## config.mk

```make
export PLATFORM = sky130hd
export DESIGN_NAME = kmc_queue
export DESIGN_NICKNAME = d
export VERILOG_FILES = /design/src/design/kmc_queue.sv
export SDC_FILE = /design/constraint.sdc
export NUM_CORES = 1
export LEC_CHECK = 0
export BUFFER_PORTS_ARGS = -buffer_cell sky130_fd_sc_hd__buf_4
export CORE_ASPECT_RATIO = 0.5
export CORE_UTILIZATION = 59
export CTS_BUF_LIST = sky130_fd_sc_hd__clkbuf_4 sky130_fd_sc_hd__clkbuf_8
export CTS_CLUSTER_DIAMETER = 80
export DETAILED_ROUTE_END_ITERATION = 10
export HOLD_SLACK_MARGIN = 0.15
export MAX_ROUTING_LAYER = met4
export PLACE_DENSITY_LB_ADDON = 0.3
export SETUP_SLACK_MARGIN = 0.02
export SYNTH_ARGS = -nofsm -noshare
export SYNTH_HDL_FRONTEND = slang
export SYNTH_SLANG_ARGS = --single-unit
```

## constraint.sdc

```tcl
create_clock -name clk -period 3.5 [get_ports clk]
set_input_delay 0.525 -clock clk [delete_from_list [all_inputs] [get_ports clk]]
set_output_delay 0.525 -clock clk [all_outputs]
set_load 0.02 [all_outputs]
```

## src/design/kmc_queue.sv

```systemverilog
// Short register queue between the front end and the store side.
module kmc_queue #(
    parameter int WIDTH = 8,
    parameter int DEPTH = 4
) (
    input  logic             clk,
    input  logic             rst_n,
    input  logic             push,
    input  logic [WIDTH-1:0] push_data,
    output logic             ready,
    input  logic             pop,
    output logic [WIDTH-1:0] head,
    output logic             valid
);

    localparam int PTR_W = (DEPTH > 1) ? $clog2(DEPTH) : 1;
    localparam int CNT_W = $clog2(DEPTH + 1);

    logic [WIDTH-1:0] slots_reg [DEPTH];
    logic [PTR_W-1:0] wr_ptr_reg, rd_ptr_reg;
    logic [CNT_W-1:0] fill_reg;

    assign ready = (fill_reg != CNT_W'(DEPTH));
    assign valid = (fill_reg != '0);
    assign head  = slots_reg[rd_ptr_reg];

    always_ff @(posedge clk)
    begin
        if (push)
        begin
            slots_reg[wr_ptr_reg] <= push_data;
        end
    end

    always_ff @(posedge clk or negedge rst_n)
    begin
        if (!rst_n)
        begin
            wr_ptr_reg <= '0;
            rd_ptr_reg <= '0;
            fill_reg   <= '0;
        end
        else
        begin
            if (push)
            begin
                wr_ptr_reg <= (wr_ptr_reg == PTR_W'(DEPTH - 1)) ? '0 : wr_ptr_reg + PTR_W'(1);
            end
            if (pop)
            begin
                rd_ptr_reg <= (rd_ptr_reg == PTR_W'(DEPTH - 1)) ? '0 : rd_ptr_reg + PTR_W'(1);
            end
            if (push && !pop)
            begin
                fill_reg <= fill_reg + CNT_W'(1);
            end
            else if (pop && !push)
            begin
                fill_reg <= fill_reg - CNT_W'(1);
            end
        end
    end

endmodule

```

* Word level (Yosys, flattened, before mapping)
Memory sizes are Yosys's and may differ from the RTL's.
Cells that the tools add are included.
** Word-level totals
- Bits of input ports :: 12
- Output and inout bits :: 10
- Memories kept :: 1
- Bits in registers :: 7
- Word-level logic and storage cells :: 23
- Memory bits (writable) :: 32
** Cells by class
- Reduce and logical (&&, ||, !) cells :: 6
- Muxes and demuxes :: 6
- Eq/ne operators :: 3
- $add $sub $neg :: 4
** Memories
- slots_reg :: depth 4, bits a word 8, read ports 1, clocked after Yosys merged registers in 0, write ports 1, RTL line 19 : logic [WIDTH-1:0] slots_reg [DEPTH];
** Operators by type and width (count)
- $mux W3 :: 2
- $add A2 B1 Y2 const B :: 2
- $eq A2 B2 Y1 const B :: 2
- $mux W2 :: 2
- $add A3 B1 Y3 const B :: 1
- $ne A3 B3 Y1 const B :: 1
- $reduce_bool A3 Y1 :: 1
- $sub A3 B1 Y3 const B :: 1
- $logic_and A1 B1 Y1 :: 2
- $logic_not A1 Y1 :: 2
- $mux W1 :: 2
- $reduce_bool A2 Y1 :: 1

* Logic depth before layout (Yosys ltp)
Gate-level depths: netlist (run 1).
- Word-level depth :: 4
- Depth in mapped cells :: 7
- Depth with buffers taken out :: 7

* Least setup slack after synthesis (run 1)
Ideal clock, no wire load.
- Kind :: reg-to-output
- Start :: reg rd_ptr_reg[0]
- End :: out head[0]
- Stages on the path, launching flop included :: 3
- Data arrival time :: 1.078 ns
- Slack :: 1.897 ns
- Buffers on the path :: 1
- Data required time :: 2.975 ns
- Cell sequence :: dfrtp_1 > buf_6 > mux4_2
** On the way
- Longest elaborated chain between the ends :: 1
** Ends and longest elaborated chain
- start: declaration :: RTL line 20 : logic [PTR_W-1:0] wr_ptr_reg, rd_ptr_reg;
- start signal: assignment :: RTL line 51 : rd_ptr_reg <= (rd_ptr_reg == PTR_W'(DEPTH - 1)) ? '0 : rd_ptr_reg + PTR_W'(1);
- $mem_v2 Z4 W8
- end: declaration :: RTL line 12 : output logic [WIDTH-1:0] head,
No other way between the ends.

* Worst setup path in the final report (run 1)
- Start :: reg rd_ptr_reg[0]
- End :: out head[6]
Same word-level chain as after synthesis.

==> out/qor.csv, run 1 <==
stage,metric,value,unit
setup_path,Critical Path End,head[6],
clock_network,H-tree lvl count,2,
worst_hold_path,Hold Crit Class,input port to register,
setup_path,register-to-register setup slack,2.09,ns
logic_synthesis,"Seq/Total Area, Yosys",72.29,%
logic_synthesis,syn nets,99,
route,wire per inst,17.88,µm
logic_synthesis,Syn Inst Count,80,
job,max cap viols,0,
timing,post-route setup TNS,0,ns
global_route,overall routing resource usage,23.22,%
global_route,vias in the first global route,819,
timing,Max Clock Freq,437.5,MHz
timing,Slew @ Worst Pin,0.5652,ns
route,Routed WL,2.557,mm
die,Initial Util,66.67,%
logic_synthesis,Synth top area share,61.15,%
place,cell total after placement,134,
worst_hold_path,Worst Hold Depth,1,
setup_path,crit path DAT,1.76,ns
setup_path,CP Capture Type,primary output,
clock_network,CTS clock-pin slew for the worst setup and hold paths,0.07,ns
setup_path,reg2reg path depth,2,
final_layout,max reg flops,32,
place,Placer Congestion,0.7206,
setup_path,worst-path maximum fanout,11,
setup_path,Crit. Startpoint,rd_ptr_reg[0]$_DFFE_PN0P_,
power_and_ir_drop,Tot Pwr,1.540,mW
timing,Final WS setup,1.214,ns
timing,hold violation total from the final report,0,
power_and_ir_drop,Lkg Pwr,0.7095,nW
clock_network,CTS tree,done,
timing,RSZ-0062 raised after global routing,false,
final_layout,layout cells sized above 1,36.11,%
logic_synthesis,total number of yosys warnings,0,
timing,Slew headroom,62.32,%
setup_path,FF-to-FF End,rd_ptr_reg[1]$_DFFE_PN0P_,
power_and_ir_drop,peak supply drop,482.5,µV
power_and_ir_drop,PD cells,821.8,mW/mm²
die,die span in x,74.99,µm
route,DR DRC count,0,
setup_path,critical path type,register to primary output,
logic_synthesis,Seq cells post-synth,39,
final_layout,Nets,126,
route,post-detailed-route via-to-cell ratio,5.441,
final_layout,"Cell Count, Final, Fillers Out",143,
timing,clk_skew,0.004816,ns
timing,crit share post-route,65.30,%
place,Final HPWL DP,1.915,mm
timing,"Slew Viols, Final",0,
global_route,first-pass GRT wire length,4.119,mm
timing,hold_ws,0.4422,ns
die,die area,0.002887,mm²
die,I/O pins,22,
logic_synthesis,Syn Area/Cell,19.64,µm²
route,TritonRoute pass-1 iters,4,
die,standard-cell rows,12,
global_route,initial antenna violation count,0,
clock_network,Clock Latency Late Sink,0.28,ns
die,DIE HEIGHT,38.50,µm
global_route,global route overflow,0,
timing,Tmin final,2.286,ns
logic_synthesis,synth top area cells,"edfxtp_1 61%, mux4_2 11%, dfrtp_1 11%, ha_1 4.8%, mux2_2 2.1%",
place,IO buf count,21,
clock_network,CTS Sinks,39,
setup_path,reg2reg start,rd_ptr_reg[0]$_DFFE_PN0P_,
logic_synthesis,cell taking the most area after synthesis,edfxtp_1,
run_status,outcome,finished clean,
die,Core Box Area,0.002357,mm²
timing,setup violators final,0,
place,post-place setup slack,1.483,ns
route,ANT nets after route,0,
final_layout,ANT cells,0,
route,vias,778,
global_route,largest net degree at the start of global routing,13,
clock_network,Bufs on Longest Clock Path,2,
final_layout,synthesis-to-finish area growth,19.27,%
setup_path,type of origin of the critical path,register,
clock_network,CTS Buf Count,5,
logic_synthesis,Synth Cell Area,0.001572,mm²
setup_path,Critical Path RT,2.97,ns
logic_synthesis,"Distinct cells, synth",17,
clock_network,postcts setup bufs,0,
route,initial drt markers,74,
clock_network,Clock Tree Root,clkbuf_8,
[worst max-delay path, stage by stage, from the launching register on]
cell and delay [ns]:
dfrtp_1 0.70, mux4_2 0.60, buf_4 0.18
[cell usage after synthesis]
| library cell | count |
|---|---|
| ha_1 | 6 |
| nand3_1 | 1 |
| mux2_2 | 3 |
| or3_1 | 1 |
| inv_1 | 5 |
| buf_6 | 1 |
| dfrtp_1 | 7 |
| xor2_1 | 2 |
| edfxtp_1 | 32 |
| and2_1 | 4 |
| mux4_2 | 8 |
| nand2_1 | 2 |
| xnor2_1 | 1 |
| buf_2 | 1 |
| o21ai_0 | 2 |
| nor2_1 | 3 |
| fa_1 | 1 |
[per-layer routing]
metal / part of all wire (%) / vias up / track usage, %
met1: 39 / 385 / 27.69
met5: 0 / - / -
met2: 50 / 28 / 34.01
li1: - / 355 / -
met4: 3.1 / 0 / 11.32
met3: 7.9 / 10 / 10.79
[worst min-delay path by stage]
stage	slack (ns)	start	to
global route	0.43	push_data[2]	slots_reg[1][2]$_DFFE_PP_
global placement	0.34	rst_n	fill_reg[1]$_DFFE_PN0P_
floorplan	0.23	rst_n	fill_reg[0]$_DFFE_PN0P_
finish	0.44	push_data[6]	slots_reg[1][6]$_DFFE_PP_
CTS	0.44	push_data[0]	slots_reg[2][0]$_DFFE_PP_
detailed placement	0.35	rst_n	fill_reg[2]$_DFFE_PN0P_
[cells by family (layout without fill, tap and decap cells)]
| logic type | count (synthesis) | count (layout) | share of synthesized area, % |
|---|---|---|---|
| multiplexers | 11 | 11 | 13.61 |
| adder cells (fa/ha/maj) | 7 | 7 | 6.051 |
| XOR/XNOR | 3 | 3 | 1.672 |
| flip-flops | 39 | 39 | 72.29 |
| AO/OA/AOI/OAI | 2 | 2 | 0.6370 |
| AND/OR/NAND/NOR | 11 | 11 | 3.503 |
| buffers and inverters | 7 | 35 | 2.229 |
[cells in the final DEF (no fill, tap or decap)]
cell type,synthesis,layout
nand3_1,1,1
o21ai_0,2,2
fa_1,1,1
buf_4,0,21
clkinv_1,0,1
xnor2_1,1,1
and2_1,4,4
dfrtp_1,7,7
xor2_1,2,2
clkbuf_8,0,5
inv_1,5,5
clkinv_2,0,1
or3_1,1,1
dlygate4sd3_1,0,1
edfxtp_1,32,32
nand2_1,2,2
mux2_2,3,3
ha_1,6,6
nor2_1,3,3
mux4_2,8,8
bufinv_16,0,1
[where the power goes]
part           switching (mW)  total (mW)  internal [mW]
sequential             0.0979       0.709          0.611
clock                   0.143       0.351          0.208
combinational           0.230       0.480          0.250
[per-stage QoR]
| stage | utilization [%] | instance area [µm²] |
|---|---|---|
| 3_3_place_gp | 74.52 | 1757 |
| 4_1_cts | 79.51 | 1874 |
| 6_report | 79.51 | 1874 |
| 2_1_floorplan | - | 1572 |
| 3_5_place_dp | 74.52 | 1757 |
| 5_1_grt | 79.51 | 1874 |
[final cells by class]
type / instances / area (µm²)
sequential: 39 / 1136
multi-input combinational: 34 / 400.4
clock inverter: 3 / 38.79
inverter: 5 / 18.77
clock buffer: 5 / 68.82
timing repair buffer: 22 / 167.7
fill: 121 / 483.0
tap: 35 / 43.79
[timing repair]
action	CTS	global route
resized for setup	0	0
endpoints found under the hold margin	7	0
hold buffers	1	0
Note: power is estimated with default switching activity, not from simulation.
==> inputs of run 2 (changes only) <==
ABC_AREA = 1   (was default)
CORE_UTILIZATION = 53   (was 59)
clock period = 1.9 ns   (was 3.5 ns; I/O delays follow)
==> out/qor.csv, run 2 <==
stage,metric,value,unit,change
route,vias,1030,,was 778
place,IO buf count,21,,unchanged
run_status,outcome,finished clean,,unchanged
timing,Max Clock Freq,586.1,MHz,
logic_synthesis,Synth top area share,56.26,%,was 61.15%
setup_path,CP Capture Type,primary output,,unchanged
logic_synthesis,synth cell count leaders,"36 x nand2_1, 32 x edfxtp_1, 29 x inv_1, 16 x o211ai_1, 7 x dfrtp_1",,"was 32 x edfxtp_1, 8 x mux4_2, 7 x dfrtp_1, 6 x ha_1, 5 x inv_1"
place,post-place setup slack,0.3832,ns,was 1.483 ns
setup_path,CP max stage cell,dfrtp_1,,unchanged
clock_network,H-tree lvl count,2,,unchanged
setup_path,CP Cell Sequence,inv_4 > nand2_1 > o211ai_1 > nand2_1 > buf_4,,was mux4_2 > buf_4
clock_network,CTS clock-pin slew for the worst setup and hold paths,0.08,ns,was 0.07 ns
timing,hold violation total from the final report,0,,unchanged
global_route,initial antenna violation count,0,,unchanged
global_route,vias in the first global route,934,,was 819
clock_network,Bufs on Longest Clock Path,2,,unchanged
logic_synthesis,Syn Area/Cell,11.78,µm²,was 19.64 µm²
timing,crit share post-route,89.81,%,
logic_synthesis,cell taking the most area after synthesis,edfxtp_1,,unchanged
logic_synthesis,number of synthesized flops with an enable pin,32,,unchanged
die,die span in x,82.28,µm,was 74.99 µm
timing,"Slew Viols, Final",0,,unchanged
die,DIE HEIGHT,42.14,µm,was 38.50 µm
route,post-detailed-route via-to-cell ratio,4.858,,was 5.441
logic_synthesis,Syn Inst Count,145,,was 80
route,TritonRoute pass-1 iters,4,,unchanged
route,DR DRC count,0,,unchanged
setup_path,Critical Path RT,1.62,ns,was 2.97 ns
setup_path,CP top delay family,flip-flops,,unchanged
logic_synthesis,"Seq/Total Area, Yosys",66.52,%,was 72.29%
logic_synthesis,total number of yosys warnings,0,,unchanged
setup_path,register-to-register setup slack,0.58,ns,was 2.09 ns
logic_synthesis,top-count cell post-synth,nand2_1,,was edfxtp_1
timing,setup violators final,0,,unchanged
logic_synthesis,main flop type after synthesis,edfxtp_1,,unchanged
power_and_ir_drop,Lkg Pwr,0.8903,nW,was 0.7095 nW
final_layout,Final Cell Area,0.001983,mm²,was 0.001874 mm²
final_layout,"commonest cells after routing, fill and taps aside","36 x nand2_1, 32 x edfxtp_1, 29 x inv_1",,"was 32 x edfxtp_1, 21 x buf_4, 8 x mux4_2"
timing,Tmin final,1.706,ns,
setup_path,worst-path maximum fanout,33,,was 11
logic_synthesis,Seq cells post-synth,39,,unchanged
timing,Slew @ Worst Pin,0.3602,ns,was 0.5652 ns
timing,RSZ-0062 raised after global routing,false,,unchanged
final_layout,max reg flops,32,,unchanged
setup_path,reg2reg start,wr_ptr_reg[0]$_DFFE_PN0P_,,was rd_ptr_reg[0]$_DFFE_PN0P_
place,Final HPWL DP,1.859,mm,was 1.915 mm
die,die area,0.003467,mm²,was 0.002887 mm²
worst_hold_path,Hold Crit Class,input port to register,,unchanged
die,Core Box Area,0.003030,mm²,was 0.002357 mm²
timing,hold_ws,0.1949,ns,was 0.4422 ns
timing,Final WS setup,0.1937,ns,was 1.214 ns
logic_synthesis,"Async S/R FF share, synth",17.95,%,unchanged
setup_path,critical path type,register to primary output,,unchanged
power_and_ir_drop,Tot Pwr,2.863,mW,was 1.540 mW
final_layout,"commonest non-fill, non-tap cell in the layout",nand2_1,,was edfxtp_1
setup_path,cell mode on critical path,nand2_1,,
setup_path,Crit. Startpoint,rd_ptr_reg[0]$_DFFE_PN0P_,,unchanged
setup_path,crit path DAT,1.42,ns,was 1.76 ns
route,ANT nets after route,0,,unchanged
power_and_ir_drop,PD cells,1444,mW/mm²,was 821.8 mW/mm²
place,Placer Congestion,0.7925,,was 0.7206
final_layout,Nets,190,,was 126
route,wire per inst,12.68,µm,was 17.88 µm
logic_synthesis,syn nets,164,,was 99
timing,clk_skew,0.006342,ns,was 0.004816 ns
final_layout,synthesis-to-finish area growth,16.12,%,was 19.27%
clock_network,CTS tree,done,,unchanged
final_layout,ANT cells,0,,unchanged
setup_path,Buf/Inv on CP,2,,was 1
worst_hold_path,hold wc startpoint,push_data[3],,was push_data[6]
logic_synthesis,Synth Cell Area,0.001708,mm²,was 0.001572 mm²
die,Initial Util,56.36,%,was 66.67%
setup_path,type of origin of the critical path,register,,unchanged
logic_synthesis,"Distinct cells, synth",16,,was 17
clock_network,Clock Tree Root,clkbuf_8,,unchanged
place,dpl cell area,0.001882,mm²,was 0.001757 mm²
global_route,global route overflow,0,,unchanged
global_route,overall routing resource usage,19.13,%,was 23.22%
timing,Slew headroom,75.96,%,was 62.32%
clock_network,CTS Sinks,39,,unchanged
global_route,largest net degree at the start of global routing,34,,was 13
route,Routed WL,2.689,mm,was 2.557 mm
clock_network,postcts setup bufs,0,,unchanged
final_layout,layout cells sized above 1,18.60,%,was 36.11%
job,max cap viols,0,,unchanged
clock_network,CTS Buf Count,5,,unchanged
setup_path,"slowest stage delay, CP",0.43,ns,was 0.70 ns
clock_network,Clock Latency Late Sink,0.29,ns,was 0.28 ns
route,initial drt markers,66,,was 74
die,I/O pins,22,,unchanged
power_and_ir_drop,peak supply drop,682.1,µV,was 482.5 µV
timing,post-route setup TNS,0,ns,unchanged
logic_synthesis,synth top area cells,"edfxtp_1 56%, dfrtp_1 10%, nand2_1 7.9%, o211ai_1 7.0%, inv_1 6.4%",,"was edfxtp_1 61%, mux4_2 11%, dfrtp_1 11%, ha_1 4.8%, mux2_2 2.1%"
global_route,first-pass GRT wire length,4.402,mm,was 4.119 mm
die,standard-cell rows,14,,was 12
## run 2: cell count changes in the layout (fill, tap and decap cells not counted), sizes merged, moves of 3 or more
cell,previous run,this run
and2,4,0
nand2,2,36
o21ai,2,5
inv,5,31
mux4,8,0
o211ai,0,16
mux2,3,0
## run 2: layer usage
| layer | GRT usage (%) | share of wire [%] |
|---|---|---|
| met5 | - | 0 |
| met4 | 5.263 | 0.41 |
| met3 | 7.826 | 3.5 |
| met2 | 29.59 | 50 |
| met1 | 23.35 | 46 |
## run 2: layout make-up
class	instances	area, µm²
clock buffers	6	76.32
clock inverters	2	12.51
fillers	224	1047
inverters	31	118.9
multi-input cells	71	414.1
flip-flops and latches	39	1136
well taps	40	50.05
repair buffers	23	175.2
## run 2: path summary, 6_finish.rpt
| kind | to | cells after the start |
|---|---|---|
| worst max-delay path | head[2] | 5 |
| worst min-delay path | slots_reg[1][3]$_DFFE_PP_ | 1 |
| worst max register to register | slots_reg[2][1]$_DFFE_PP_ | 4 |
| worst min register to register | wr_ptr_reg[0]$_DFFE_PN0P_ | 1 |
| max in group asynchronous | rd_ptr_reg[1]$_DFFE_PN0P_ | 2 |
| min in group asynchronous | wr_ptr_reg[0]$_DFFE_PN0P_ | 2 |
## run 2: what timing repair did
item                                   in CTS  in global routing
resized for setup                           0                  2
endpoints found under the hold margin       7                  0
setup endpoints to repair                   0                  8
hold buffers                                1                  0
## run 2: worst register-to-register path, cell delays in order (launching register included)
cell and delay [ns]:
dfrtp_1 0.42, inv_1 0.10, ha_1 0.15, nand2_1 0.05, inv_1 0.27
## run 2: power by group
group          total, mW  switching, mW  internal (mW)
registers           1.24          0.104           1.14
clock network      0.548          0.278          0.271
logic               1.07          0.664          0.411
## run 2: per-stage QoR
stage / instances / util [%]
floorplan: 145 / -
global placement: 203 / 62.10
detailed placement: 203 / 62.10
CTS: 212 / 65.36
global route: 212 / 65.44
finish: 212 / 65.44
## run 2: logic make-up after synthesis
logic type,count (synthesis),share of synthesized area [%]
DFF,39,66.52
AOI/OAI and AO/OA,22,8.791
buffers and inverters,35,9.231
and+or+nand+nor,41,9.377
xor gates and xnor gates,1,0.5129
adders and majority gates,7,5.568
