===== src/design/kmc_pkg.sv =====
// Shared types, constants and helpers for the k-mer histogram counter.
package kmc_pkg;

    localparam int K_MAX_DEF      = 8;
    localparam int COUNT_BITS_DEF = 32;
    localparam int QUEUE_DEPTH    = 4;
    localparam int SEEN_W         = 4;
    localparam int KLEN_W         = 4;
    localparam logic [KLEN_W-1:0] KLEN_RESET = 4'd3;

    // Input kind codes
    localparam logic [1:0] KIND_BASE = 2'd0;
    localparam logic [1:0] KIND_READ = 2'd1;
    localparam logic [1:0] KIND_NEW  = 2'd2;

    // ASCII base letters
    localparam logic [7:0] ASCII_A = 8'd65;
    localparam logic [7:0] ASCII_C = 8'd67;
    localparam logic [7:0] ASCII_G = 8'd71;
    localparam logic [7:0] ASCII_T = 8'd84;

    localparam logic [2:0] CODE_BAD = 3'd4;

    // Work handed from the front end to the store side
    typedef enum logic [1:0] {
        OP_NONE  = 2'd0,
        OP_BAD   = 2'd1,
        OP_COUNT = 2'd2,
        OP_READ  = 2'd3
    } kmc_op_t;

    localparam int OP_W = 2;

    // 0..3 for A, C, G, T; CODE_BAD for any other byte
    function automatic logic [2:0] base_code(input logic [7:0] letter);
        logic [2:0] code;
        case (letter)
            ASCII_A: code = 3'd0;
            ASCII_C: code = 3'd1;
            ASCII_G: code = 3'd2;
            ASCII_T: code = 3'd3;
            default: code = CODE_BAD;
        endcase
        return code;
    endfunction

endpackage


===== src/design/kmc_front.sv =====
// Front end: takes input transfers, decodes bases, slides the k-mer window.
module kmc_front
    import kmc_pkg::*;
#(
    parameter int K_MAX = K_MAX_DEF,
    parameter int IDX_W = 2 * K_MAX
) (
    input  logic              clk,
    input  logic              rst_n,
    input  logic              cfg_we,
    input  logic [KLEN_W-1:0] cfg_wdata,
    input  logic              in_valid,
    output logic              in_ready,
    input  logic [1:0]        kind,
    input  logic [7:0]        letter,
    input  logic [15:0]       query_index,
    input  logic              clearing,
    input  logic              q_ready,
    output logic              q_push,
    output kmc_op_t           q_op,
    output logic [IDX_W-1:0]  q_idx
);

    logic [KLEN_W-1:0] kmer_length_reg;
    logic [IDX_W-1:0]  window_reg, window_next;
    logic [SEEN_W-1:0] seen_reg, seen_next, seen_inc;
    logic [KLEN_W-1:0] k_eff;
    logic [2:0]        code;
    logic [IDX_W-1:0]  kmask;
    logic [IDX_W-1:0]  shifted;
    logic [IDX_W+15:0] query_ext;
    logic              accept;

    assign in_ready = !clearing && q_ready;
    assign accept   = in_valid && in_ready;
    assign q_push   = accept;

    always_comb
    begin
        if (kmer_length_reg == '0)
        begin
            k_eff = KLEN_W'(1);
        end
        else if (kmer_length_reg > KLEN_W'(K_MAX))
        begin
            k_eff = KLEN_W'(K_MAX);
        end
        else
        begin
            k_eff = kmer_length_reg;
        end
    end

    assign code      = base_code(letter);
    assign kmask     = ~({IDX_W{1'b1}} << {k_eff, 1'b0});
    assign shifted   = (window_reg << 2) | IDX_W'(code[1:0]);
    assign seen_inc  = (seen_reg < SEEN_W'(K_MAX)) ? seen_reg + SEEN_W'(1) : seen_reg;
    assign query_ext = {{IDX_W{1'b0}}, query_index};

    always_comb
    begin
        window_next = window_reg;
        seen_next   = seen_reg;
        q_op        = OP_NONE;
        q_idx       = '0;
        case (kind)
            KIND_BASE:
            begin
                if (code == CODE_BAD)
                begin
                    q_op = OP_BAD;
                end
                else
                begin
                    window_next = shifted;
                    seen_next   = seen_inc;
                    if (seen_inc >= SEEN_W'(k_eff))
                    begin
                        q_op  = OP_COUNT;
                        q_idx = shifted & kmask;
                    end
                end
            end
            KIND_READ:
            begin
                q_op  = OP_READ;
                q_idx = query_ext[IDX_W-1:0];
            end
            KIND_NEW:
            begin
                window_next = '0;
                seen_next   = '0;
            end
            default:
            begin
                q_op = OP_NONE;
            end
        endcase
    end

    always_ff @(posedge clk or negedge rst_n)
    begin
        if (!rst_n)
        begin
            kmer_length_reg <= KLEN_RESET;
            window_reg      <= '0;
            seen_reg        <= '0;
        end
        else
        begin
            if (cfg_we)
            begin
                kmer_length_reg <= cfg_wdata;
            end
            if (accept)
            begin
                window_reg <= window_next;
                seen_reg   <= seen_next;
            end
        end
    end

endmodule


===== config.mk =====
export PLATFORM = sky130hd
export DESIGN_NAME = kmc_front
export DESIGN_NICKNAME = d
export VERILOG_FILES = /design/src/design/kmc_pkg.sv /design/src/design/kmc_front.sv
export SDC_FILE = /design/constraint.sdc
export NUM_CORES = 1
export LEC_CHECK = 0
export BUFFER_PORTS_ARGS = -buffer_cell sky130_fd_sc_hd__buf_2
export CORE_MARGIN = 1
export CORE_UTILIZATION = 44
export DETAILED_ROUTE_END_ITERATION = 8
export PLACE_DENSITY_LB_ADDON = 0.08
export SYNTH_ARGS = -nofsm -noshare
export SYNTH_HDL_FRONTEND = slang
export SYNTH_SLANG_ARGS = --single-unit

===== constraint.sdc =====
create_clock -name clk -period 2.87 [get_ports clk]
set_clock_uncertainty 0.15 [all_clocks]
set_input_delay 0.4305 -clock clk [delete_from_list [all_inputs] [get_ports clk]]
set_output_delay 0.4305 -clock clk [all_outputs]
set_load 0.01 [all_outputs]

# Yosys cells after proc, flatten, opt, wreduce, memory -nomap -nowiden
# Cells that the tools add are included.
[totals] regBits=22 in_bits=36 out_inout_bits=20 elab_cells=40
[op_classes] n_addsub=1 magnitude_cmp=3 n_eq_ne=8 shift=1 mux=14 bitwise=3 reduce_logical=7
[ops] op="$eq A8 B7 Y1 const B" n=4
[ops] op="$mux W16" n=2
[ops] op="$pmux W16 S2" n=1
[ops] op="$pmux W14 S2" n=1
[ops] op="$and A16 B16 Y16" n=1
[ops] op="$mux W4" n=4
[ops] op="$not A16 Y16" n=1
[ops] op="$or A16 B2 Y16" n=1
[ops] op="$shl A16 B5 Y16 const A" n=1
[ops] op="$mux W14" n=1
[ops] op="$pmux W3 S4" n=1
[ops] op="$pmux W4 S2" n=1
[ops] op="$add A4 B1 Y4 const B" n=1
[ops] op="$ge A4 B4 Y1" n=1
[ops] op="$gt A4 B4 Y1 const B" n=1
[ops] op="$logic_not A4 Y1" n=1
[ops] op="$lt A4 B4 Y1 const B" n=1
[ops] op="$mux W2" n=2
[ops] op="$pmux W2 S2" n=1
[ops] op="$eq A3 B3 Y1 const B" n=1
[ops] op="$reduce_and A3 Y1" n=1
[ops] op="$eq A2 B1 Y1 const B" n=1
[ops] op="$eq A2 B2 Y1 const B" n=1
[ops] op="$logic_and A1 B1 Y1" n=2
[ops] op="other kinds (4)" n=4

# Longest topological paths before layout
# Gate-level depths: netlist of run 1.
[depth] depth_word=9 depth_mapped=9

# Worst setup path after synthesis of run 1
# No wires, ideal clock.
[synth_path] path_type="register to output" from="reg kmer_length_reg[3]" to="out q_idx[2]" arrival_time_ns=2.224 required_ns=2.289 path_slack_ns=0.066 path_stages_with_launch=9 path_cell_list="dfrtp_1 -> or3_1 -> o21ai_0 -> ha_1 -> nand2b_1 -> a2111o_1 -> and4_4 -> buf_6 -> a32o_2"
[synth_via] elab_chain_cells=9
[synth_lines] element="start: declaration" line_no="kmc_front.sv:24" source="logic [KLEN_W-1:0] kmer_length_reg;"
[synth_lines] element="start signal: assignment" line_no="kmc_front.sv:113" source="kmer_length_reg <= cfg_wdata;"
[synth_lines] element="$gt A4 B4 Y1" line_no="kmc_front.sv:44" source="else if (kmer_length_reg > KLEN_W'(K_MAX))"
[synth_lines] element="$mux W4" line_no="kmc_front.sv:44"
[synth_lines] element="$mux W4 (*)" line_no="kmc_front.sv:40" source="if (kmer_length_reg == '0)"
[synth_lines] element="$shl A16 B5 Y16" line_no="kmc_front.sv:55" source="assign kmask = ~({IDX_W{1'b1}} << {k_eff, 1'b0});"
[synth_lines] element="$not A16 Y16" line_no="kmc_front.sv:55"
[synth_lines] element="$and A16 B16 Y16" line_no="kmc_front.sv:80" source="q_idx = shifted & kmask;"
[synth_lines] element="$mux W16 (*)" line_no="kmc_front.sv:77" source="if (seen_inc >= SEEN_W'(k_eff))"
[synth_lines] element="$mux W16 (*)" line_no="kmc_front.sv:69" source="if (code == CODE_BAD)"
[synth_lines] element="$pmux W16 S2 (*)" line_no="kmc_front.sv:66" source="case (kind)"
[synth_lines] element="end: declaration" line_no="kmc_front.sv:21" source="output logic [IDX_W-1:0] q_idx"
# Every way passes the cells marked *; elsewhere a longest branch is shown, timed or not.

# Worst setup path after layout of run 1
[layout_path] from="reg kmer_length_reg[2]" to="out q_idx[7]"
# The elaborated chain is that of the path after synthesis.

==> metrics, run 1 <==
failing checks setup timing; Hold Worst Slack 0.170 ns; Max-cap violations 0; Lkg Pwr between 0.9 and 1 nW; total CTS buffers 3; RSZ-0062 raised after global routing true; Register Area between 500 and 600 µm²; count of cell types in the netlist 45; pin count of the biggest net entering global routing 23; Synth Cell Area around 1400 µm²; register area share after synthesis 38.6%; gate count of the mapped netlist 139; worst hold-check path type primary input to flip-flop; Flop pwr share 45.7%; Total Routed Length 4.04 mm; H-tree levels 1; Primary FF master, synth dfrtp_1; Gate power share 20.7%; worst-path maximum fanout 7; Final Hold Fails 0; fmax 0.314 GHz; Clock Sinks 22; startpoint types flip-flop; Final WS setup -0.313 ns; worst reg-to-reg path cell count 3; DP HPWL 2.97 mm; Sw Share 25.6%; synth warn 0; drt first pass iters 4; worst vdd ir roughly 0.37 mV; CP arrival 2.60 ns; P_sw ~180 µW; Layout Nets approximately 250; Hold Crit Start cfg_wdata[0]; Power Dens Cells 370 nW/µm²; Bufs on Longest Clock Path 2; syn nets 180; layout cells sized above 1 approximately 44%; Worst Tran Pin Value roughly 0.5 ns; Final min period between 3 and 4 ns; Remaining DRCs 0; critical-path cell list or3_4, o21ai_2, ha_1, nand2b_4, a2111o_1, and4_4, a32o_2, buf_6; WL per Instance roughly 16 µm; CP required around 2.3 ns; area of the multi-input gates between 800 and 900 µm²; max incr delay on CP between 0.4 and 0.5 ns; final setup fails 17; I/O Pins between 50 and 60; Clock Root Buffer clkbuf_4; vias per cell 5.84; vias in the first global route 1384; P&R area growth vs syn 34.2%; antenna violations before repair 0; Worst slew margin around two thirds; clock slew seen by the registers of the worst setup and hold paths roughly 0.13 ns; Syn Area/Cell slightly above 10 µm²; Clk pwr share 33.6%; Worst R2R Start seen_reg[0]$_DFFE_PN0P_; # rows 20; die width approximately 59 µm; 1st-iter DRT viols 92; TritonCTS clock tree yes; remaining antenna violation count 0; Crit-path slowest cell a2111o_1; global route total overflow 0; core footprint around 3100 µm²; Via Count 1448; fin. max-slew vios 0; CP Launch Point kmer_length_reg[2]$_DFFE_PN0P_; hold path depth 3; GRT Total Usage approximately 25%; Yosys reg bits 22; IO Port Bufs 55; ant diodes 0; first-pass GRT wire length approximately 6.4 mm; die height around 60 µm; period utilization 111%; setup TNS -4.35 ns; GP Congestion around 0.80; Int Pwr 530 µW; worst-skew pair later-pin latency between 0.3 and 0.4 ns; Filler cells around 270; Worst setup EP type output port; initial core utilization 46.5%; Critical Setup Path Class flip-flop to output port; max FFs per register 14; Async SR Flop Fraction 100%; status complete, but fails checks; EDFF count, synth 0; die area 3490 µm²; final core utilization between 60% and 70%
critical path: cells and delay by family (launching register included):
kind / cells / cell delay [ns]
simple gates: 3 / 0.74
buf+inv: 1 / 0.12
flops: 1 / 0.40
fa+ha+maj: 1 / 0.24
compound gates: 3 / 0.81
cell usage in the layout (no fill, tap or decap), drive strengths merged, types with 3 or more instances in the layout:
cell,n
a22o,13
a32o,13
buf,65
clkbuf,3
dfrtp,20
ha,5
inv,6
mux2,3
nand2,11
nand2b,5
nand3,4
nor2,5
nor3b,3
o21ai,8
Yosys cell counts (2+ instances only):
| library cell | n | share of area, % |
|---|---|---|
| a21o_1 | 2 | 1.0 |
| a21oi_1 | 2 | 0.70 |
| a22o_1 | 13 | 8.0 |
| a32o_1 | 11 | 7.7 |
| a32o_2 | 2 | 1.6 |
| and2_1 | 2 | 0.87 |
| clkbuf_1 | 3 | 0.79 |
| dfrtp_1 | 20 | 35 |
| dfstp_2 | 2 | 3.7 |
| ha_1 | 5 | 4.4 |
| inv_1 | 6 | 1.6 |
| mux2_2 | 3 | 2.4 |
| nand2_1 | 11 | 2.9 |
| nand2b_1 | 5 | 2.2 |
| nand3_1 | 4 | 1.4 |
| nand3b_1 | 2 | 1.0 |
| nand4_1 | 2 | 0.87 |
| nor2_1 | 5 | 1.3 |
| nor2b_1 | 2 | 0.87 |
| nor3b_1 | 3 | 1.6 |
| o21ai_0 | 8 | 2.8 |
| o2bb2ai_1 | 2 | 1.2 |
| o311ai_0 | 2 | 1.2 |
power groups by stage:
stage               Combinational (mW)  Clock [mW]  Sequential [mW]
floorplan                       0.0636           0            0.331
global placement                 0.131           0            0.331
detailed placement               0.136           0            0.331
CTS                              0.144       0.240            0.325
global route                     0.161       0.254            0.327
finish                           0.147       0.239            0.325
cells by family (layout without fill, tap and decap cells):
group | count (synthesis) | in the layout | share of synthesized area [%]
mux | 4 | 4 | 3.06
compound gates | 49 | 49 | 29.3
simple gates | 45 | 46 | 19.4
fa+ha+maj | 5 | 5 | 4.37
xor+xnor | 2 | 2 | 1.22
buf+inv | 12 | 76 | 4.02
flops | 22 | 22 | 38.6
per-layer routing:
| metal | vias up | part of all wire, % | global-route usage (%) |
|---|---|---|---|
| li1 | 680 | - | - |
| met1 | 711 | 43 | 31.5 |
| met2 | 55 | 51 | 44.5 |
| met3 | 2 | 5.7 | 3.93 |
| met4 | 0 | 0.42 | 4.42 |
| met5 | - | 0 | 0 |
worst paths after layout:
path,to,slack (ns)
max,q_idx[7],-0.31
min,kmer_length_reg[0]$_DFFE_PN1P_,0.17
min reg2reg,window_reg[9]$_DFFE_PN0P_,0.41
min in group asynchronous,window_reg[9]$_DFFE_PN0P_,0.44
max reg2reg,seen_reg[1]$_DFFE_PN0P_,1.41
max in group asynchronous,kmer_length_reg[1]$_DFFE_PN1P_,1.76
timing repair:
| item | in CTS | in global routing |
|---|---|---|
| endpoints found under the setup margin | 17 | 17 |
| setup buffers | 1 | 0 |
| pin swaps | 6 | 8 |
| resized for setup | 8 | 4 |
| endpoints found under the hold margin | 20 | 0 |
| hold buffers | 1 | 0 |
| gates cloned | 1 | 0 |
through the flow:
stage | instance area, µm² | power [mW] | setup slack [ns] | instances
2_1_floorplan | 1430 | 0.394 | 0.0659 | 139
3_3_place_gp | 1790 | 0.462 | 0.0740 | 241
3_5_place_dp | 1790 | 0.466 | 0.00593 | 241
4_1_cts | 1910 | 0.709 | -0.301 | 248
5_1_grt | 1920 | 0.741 | -0.405 | 248
6_report | 1920 | 0.712 | -0.313 | 248
final cells by class:
type                            count  area share (%)
Clock buffer                        3            1.17
Clock inverter                      1            1.56
Inverter                            6            1.17
Multi-Input combinational cell    106            45.0
Sequential cell                    22            28.8
Tap cell                           44            2.87
Timing Repair Buffer               66            19.4
No activity file was read; power rests on OpenSTA's default activity.
==> run 2: changes to the inputs <==
--- a/config.mk
+++ b/config.mk
@@ -5,11 +5,12 @@
 export SDC_FILE = /design/constraint.sdc
 export NUM_CORES = 1
 export LEC_CHECK = 0
+export ABC_CLOCK_PERIOD_IN_PS = 2870
 export BUFFER_PORTS_ARGS = -buffer_cell sky130_fd_sc_hd__buf_2
 export CORE_MARGIN = 1
 export CORE_UTILIZATION = 44
 export DETAILED_ROUTE_END_ITERATION = 8
-export PLACE_DENSITY_LB_ADDON = 0.08
+export PLACE_DENSITY = 0.81
 export SYNTH_ARGS = -nofsm -noshare
 export SYNTH_HDL_FRONTEND = slang
 export SYNTH_SLANG_ARGS = --single-unit
==> run 2 against run 1 <==
Against the previous run:
- the run still ends with setup timing left
- cell count did not move
- final area fell by 1.4%
- sequential power barely moved
- combinational power barely moved
- utilization fell by 0.85 points
- highest routed layer unchanged
- largest power group unchanged
- non-clock buffer count did not move
- first-iteration DRC count fell by 38%
- clock power fell by 37%
- total power fell by 13%
==> metrics, run 2 (synthesized netlist as in run 1, its figures left out) <==
status complete, but fails checks; failing checks setup timing; Final Hold Fails 0 (unchanged); core footprint 3080 µm² (unchanged); Top Family by Delay on Critical Path compound AO/OA/AOI/OAI gates; Levels on crit path 7 (-1); worst reg-to-reg path cell count 4 (+1); period utilization 110% (-0.42 points); Min-Delay Endpoint kmer_length_reg[0]$_DFFE_PN1P_; GRT Total Usage 23.7% (-1.1 points); commonest non-fill, non-tap cell in the layout buf_2; Layout Nets 246 (unchanged); r2r endpoint seen_reg[1]$_DFFE_PN0P_; Lkg Pwr 0.952 nW (-1.2%); area of the multi-input gates 865 µm² (unchanged); Worst slew margin 10.4% (-57 points); total CTS buffers 3 (unchanged); die area 3490 µm² (unchanged); worst-path maximum fanout 7 (unchanged); hold path depth 3 (unchanged); pin count of the biggest net entering global routing 23 (unchanged); WL per Instance 15.7 µm (-3.9%); initial core utilization 46.5% (unchanged); worst-skew pair later-pin latency 0.31 ns (about the same); die height 59.0 µm (unchanged); Final WS setup -0.301 ns (+0.0122 ns); Clock Root Buffer clkbuf_4; Worst Tran Pin Value 1.34 ns (+0.852 ns); first-pass GRT wire length 6.07 mm (-5.2%); ant diodes 0 (unchanged); max incr delay on CP 0.46 ns (about the same); placed instance count 238 (-1.2%); Register Area 553 µm² (unchanged); Filler cells 253 (-6.6%); Final Cell Area 1890 µm² (-1.4%); worst hold-check path type primary input to flip-flop; remaining antenna violation count 0 (unchanged); clock slew seen by the registers of the worst setup and hold paths 0.12 ns (about the same); worst vdd ir 0.153 mV (-59%); Remaining DRCs 0 (unchanged); vias in the first global route 1353 (-2.2%); TritonCTS clock tree yes; Cell Area, Placed 1770 µm² (-1.3%); Clock Sinks 22 (unchanged); I/O Pins 56 (unchanged); vias per cell 5.83 (-0.21%); critical-path cell list ha_1, mux2_4, ha_4, a2111o_1, and4_4, a32o_2, buf_6; P&R area growth vs syn 32.3%; DP HPWL 2.82 mm (-5.1%); Worst setup EP type output port; most frequent cells in the layout buf_2, dfrtp_1, a22o_1; CP required 2.29 ns (about the same); H-tree levels 1 (unchanged); IO Port Bufs 55 (unchanged); Final min period 3.17 ns (-0.0122 ns); final core utilization 61.5% (-0.85 points); Crit-path slowest cell a2111o_1; drt first pass iters 4 (unchanged); max FFs per register 14 (unchanged); setup TNS -4.26 ns (+0.0988 ns); Place WS -0.0396 ns (-0.0455 ns); Power Dens Cells 328 nW/µm² (-11%); antenna violations before repair 0 (unchanged); fin. max-slew vios 0 (unchanged); Max-cap violations 0 (unchanged); die width 59.0 µm (unchanged); Hold Crit Start cfg_wdata[0]; GP Congestion 0.828 (+3.4%); final setup fails 17 (unchanged); RSZ-0062 raised after global routing true; Critical Setup Path Class flip-flop to output port; Worst R2R Start seen_reg[1]$_DFFE_PN0P_; Total Routed Length 3.88 mm (-3.9%); global route total overflow 0 (unchanged); Bufs on Longest Clock Path 2 (unchanged); Final Power 622 µW (-13%); startpoint types flip-flop; # rows 20 (unchanged); WP buf/inv 1 (unchanged); R2R setup slack 1.28 ns (-0.13 ns); Hold Worst Slack 0.174 ns (+0.00431 ns); 1st-iter DRT viols 57 (-38%); CP arrival 2.59 ns (about the same); fmax 0.315 GHz (+0.38%); fin cells 248 (unchanged); layout cells sized above 1 43.1% (-0.49 points); Via Count 1445 (-0.21%)
run 2: cell count changes in the layout (fill, tap and decap cells not counted), sizes merged:
cell and delta:
clkbuf +1, bufinv -1
run 2: final cells by class:
type | count | share of cell area [%]
Tap cell | 44 | 2.91
Clock buffer | 4 | 1.39
Sequential cell | 22 | 29.2
Inverter | 6 | 1.19
Timing Repair Buffer | 66 | 19.7
Multi-Input combinational cell | 106 | 45.6
run 2: tightest hold or removal path: cells and delay by family:
kind	cells	cell delay, ns
compound gates	1	0.07
simple gates	1	0.05
buf+inv	1	0.10
run 2: worst max-delay path by stage:
stage	start	endpoint	slack, ns
4_1_cts	seen_reg[1]$_DFFE_PN0P_	q_idx[2]	-0.30
6_report	seen_reg[1]$_DFFE_PN0P_	q_idx[2]	-0.30
3_3_place_gp	kmer_length_reg[2]$_DFFE_PN0P_	q_idx[2]	0.04
2_1_floorplan	kmer_length_reg[3]$_DFFE_PN0P_	q_idx[2]	0.07
5_1_grt	kmer_length_reg[3]$_DFFE_PN0P_	q_idx[5]	-0.39
3_5_place_dp	kmer_length_reg[2]$_DFFE_PN0P_	q_idx[6]	-0.04
run 2: per-layer routing:
metal	global-route usage (%)	part of all wire (%)	vias up
li1	-	-	680
met1	28.1	42	689
met2	42.7	50	66
met3	4.37	5.6	10
met4	8.16	2.0	0
met5	0	0	-
run 2: timing repair:
item | CTS | global route
resized for setup | 10 | 3
hold buffers | 1 | 0
endpoints found under the setup margin | 17 | 17
pin swaps | 13 | 4
cloned | 1 | 0
buffers inserted | 3 | 1
hold endpoints to repair | 20 | 0
run 2: where the power goes:
part	switching, mW	internal [mW]	total [mW]
Clock	0.0958	0.0543	0.150
Sequential	0.00648	0.319	0.326
Combinational	0.0778	0.0684	0.146
==> run 3: changes to the inputs <==
==> constraint.sdc (replaced) <==
create_clock -name clk -period 2.87 [get_ports clk]
set_clock_uncertainty 0.15 [all_clocks]
set_input_delay 0.574 -clock clk [delete_from_list [all_inputs] [get_ports clk]]
set_output_delay 0.574 -clock clk [all_outputs]
set_load 0.01 [all_outputs]
==> run 3 against run 2 <==
Against the previous run:
- the flow still finishes with violations (setup timing)
- critical path type unchanged
- routed wire length is 4.7% higher
- largest power group unchanged
- die area is the same
- hold slack got worse by 0.13 ns
- register-to-register slack improved by 0.16 ns
- non-clock buffer count decreased by 1
- count of clock-buffer cells in the layout shrank 1
==> metrics, run 3 (synthesized netlist as in run 1, its figures left out) <==
failing checks setup timing; WP buf/inv 1 (unchanged); most frequent cells in the layout buf_2, dfrtp_1, a22o_1; Clock Root Buffer clkbuf_4; initial core utilization 46.5% (unchanged); startpoint types flip-flop; Worst setup EP type output port; Bufs on Longest Clock Path 2 (unchanged); worst hold-check path type primary input to asynchronous set/reset pin; Crit-path slowest cell a2111o_1; postcts setup bufs 0 (-3); core footprint 3080 µm² (unchanged); final setup fails 17 (unchanged); commonest non-fill, non-tap cell in the layout buf_2; max incr delay on CP 0.41 ns (-0.05 ns); worst-skew pair later-pin latency 0.32 ns (about the same); GRT Total Usage 25.6% (+1.9 points); vias in the first global route 1429 (+5.6%); Clock Sinks 22 (unchanged); ant diodes 0 (unchanged); Lkg Pwr 1.01 nW (+6.4%); placed instance count 242 (+1.7%); Max-cap violations 0 (unchanged); Hold Worst Slack 0.0411 ns (-0.133 ns); first-pass GRT wire length 6.59 mm (+8.6%); Final min period 3.28 ns (+0.113 ns); antenna violations before repair 0 (unchanged); drt first pass iters 4 (unchanged); IO Port Bufs 55 (unchanged); final core utilization 64.0% (+2.5 points); Final Power 725 µW (+17%); clock slew seen by the registers of the worst setup and hold paths 0.13 ns (about the same); Remaining DRCs 0 (unchanged); Worst slew margin 12.6% (+2.2 points); I/O Pins 56 (unchanged); worst-path maximum fanout 7 (unchanged); max FFs per register 14 (unchanged); Power Dens Cells 368 nW/µm² (+12%); TritonCTS clock tree yes; Final WS setup -0.414 ns (-0.113 ns); WL per Instance 16.5 µm (+5.1%); total CTS buffers 3 (unchanged); die height 59.0 µm (unchanged); Top Family by Delay on Critical Path compound AO/OA/AOI/OAI gates; worst vdd ir 0.176 mV (+15%); critical-path cell list or3_4, o21ai_2, ha_1, nand2b_4, a2111o_1, and4_4, a32o_2, buf_6; Via Count 1447 (+0.14%); status complete, but fails checks; Worst Tran Pin Value 1.31 ns (-0.0326 ns); GP Congestion 0.793 (-4.2%); worst reg-to-reg path cell count 3 (-1); 1st-iter DRT viols 71 (+25%); fin cells 247 (-0.40%); RSZ-0062 raised after global routing true; Final Hold Fails 0 (unchanged); CP arrival 2.56 ns (-0.03 ns); Layout Nets 245 (-0.41%); layout cells sized above 1 47.8% (+4.6 points); P&R area growth vs syn 37.7%; DP HPWL 2.89 mm (+2.5%); fin. max-slew vios 0 (unchanged); Critical Setup Path Class flip-flop to output port; Worst R2R Start seen_reg[0]$_DFFE_PN0P_; r2r endpoint seen_reg[1]$_DFFE_PN0P_; Total Routed Length 4.07 mm (+4.7%); global route total overflow 0 (unchanged); pin count of the biggest net entering global routing 23 (unchanged); remaining antenna violation count 0 (unchanged); Filler cells 243 (-4.0%); H-tree levels 1 (unchanged); R2R setup slack 1.44 ns (+0.16 ns); die area 3490 µm² (unchanged); CP required 2.15 ns (-0.14 ns); vias per cell 5.86 (+0.54%); period utilization 114% (+4.0 points); # rows 20 (unchanged); die width 59.0 µm (unchanged); fmax 0.305 GHz (-3.5%)
[run 3: timing repair]
| action | CTS | global route |
|---|---|---|
| pin swaps | 6 | 4 |
| cloned | 1 | 0 |
| gates resized for setup | 17 | 0 |
| hold buffers | 0 | 0 |
| endpoints found under the setup margin | 17 | 17 |
[run 3: per-stage QoR]
step	TNS, ns	area (µm²)	setup WS (ns)
6_report	-6.40	1970	-0.414
2_1_floorplan	-0.0347	1460	-0.00347
3_5_place_dp	-0.611	1830	-0.0614
4_1_cts	-6.66	1970	-0.427
3_3_place_gp	-0.0195	1830	-0.00775
5_1_grt	-8.08	1970	-0.508
[run 3: layer usage]
metal,part of all wire [%],vias up,wire (µm),GRT usage (%)
met5,0,-,0,0
met1,42,703,1700,32.0
met4,2.2,0,91,10.9
li1,-,675,-,-
met2,51,58,2070,43.2
met3,5.2,11,212,4.80
[run 3: how the worst max path moves through the flow]
stage,cells after the start,end,slack (ns),start
6_report,8,q_idx[8],-0.41,kmer_length_reg[2]$_DFFE_PN0P_
4_1_cts,8,q_idx[12],-0.43,kmer_length_reg[2]$_DFFE_PN0P_
3_5_place_dp,8,q_idx[6],-0.06,kmer_length_reg[2]$_DFFE_PN0P_
5_1_grt,7,q_idx[12],-0.51,seen_reg[0]$_DFFE_PN0P_
2_1_floorplan,8,q_idx[10],-0.003,kmer_length_reg[2]$_DFFE_PN0P_
3_3_place_gp,7,q_idx[15],-0.008,seen_reg[1]$_DFFE_PN0P_
[run 3: layout make-up]
type,instances,area [µm²],share of cell area (%)
Inverter,6,22.5,1.14
Sequential cell,22,553,28.1
Timing Repair Buffer,65,413,21.0
Clock inverter,1,30.0,1.52
Tap cell,44,55.1,2.79
Clock buffer,3,22.5,1.14
Multi-Input combinational cell,106,875,44.4
[run 3: report_power, final]
group | total (mW) | switching [mW] | internal [mW]
clock network | 0.244 | 0.102 | 0.141
logic | 0.157 | 0.0816 | 0.0753
registers | 0.325 | 0.00589 | 0.319
[run 3: worst register-to-register path: cells and delay by family (launching register included)]
family                     cells  cell delay (ns)
AOI/OAI and AO/OA              1             0.21
muxes                          1             0.29
adders and majority gates      1             0.29
DFF                            1             0.40
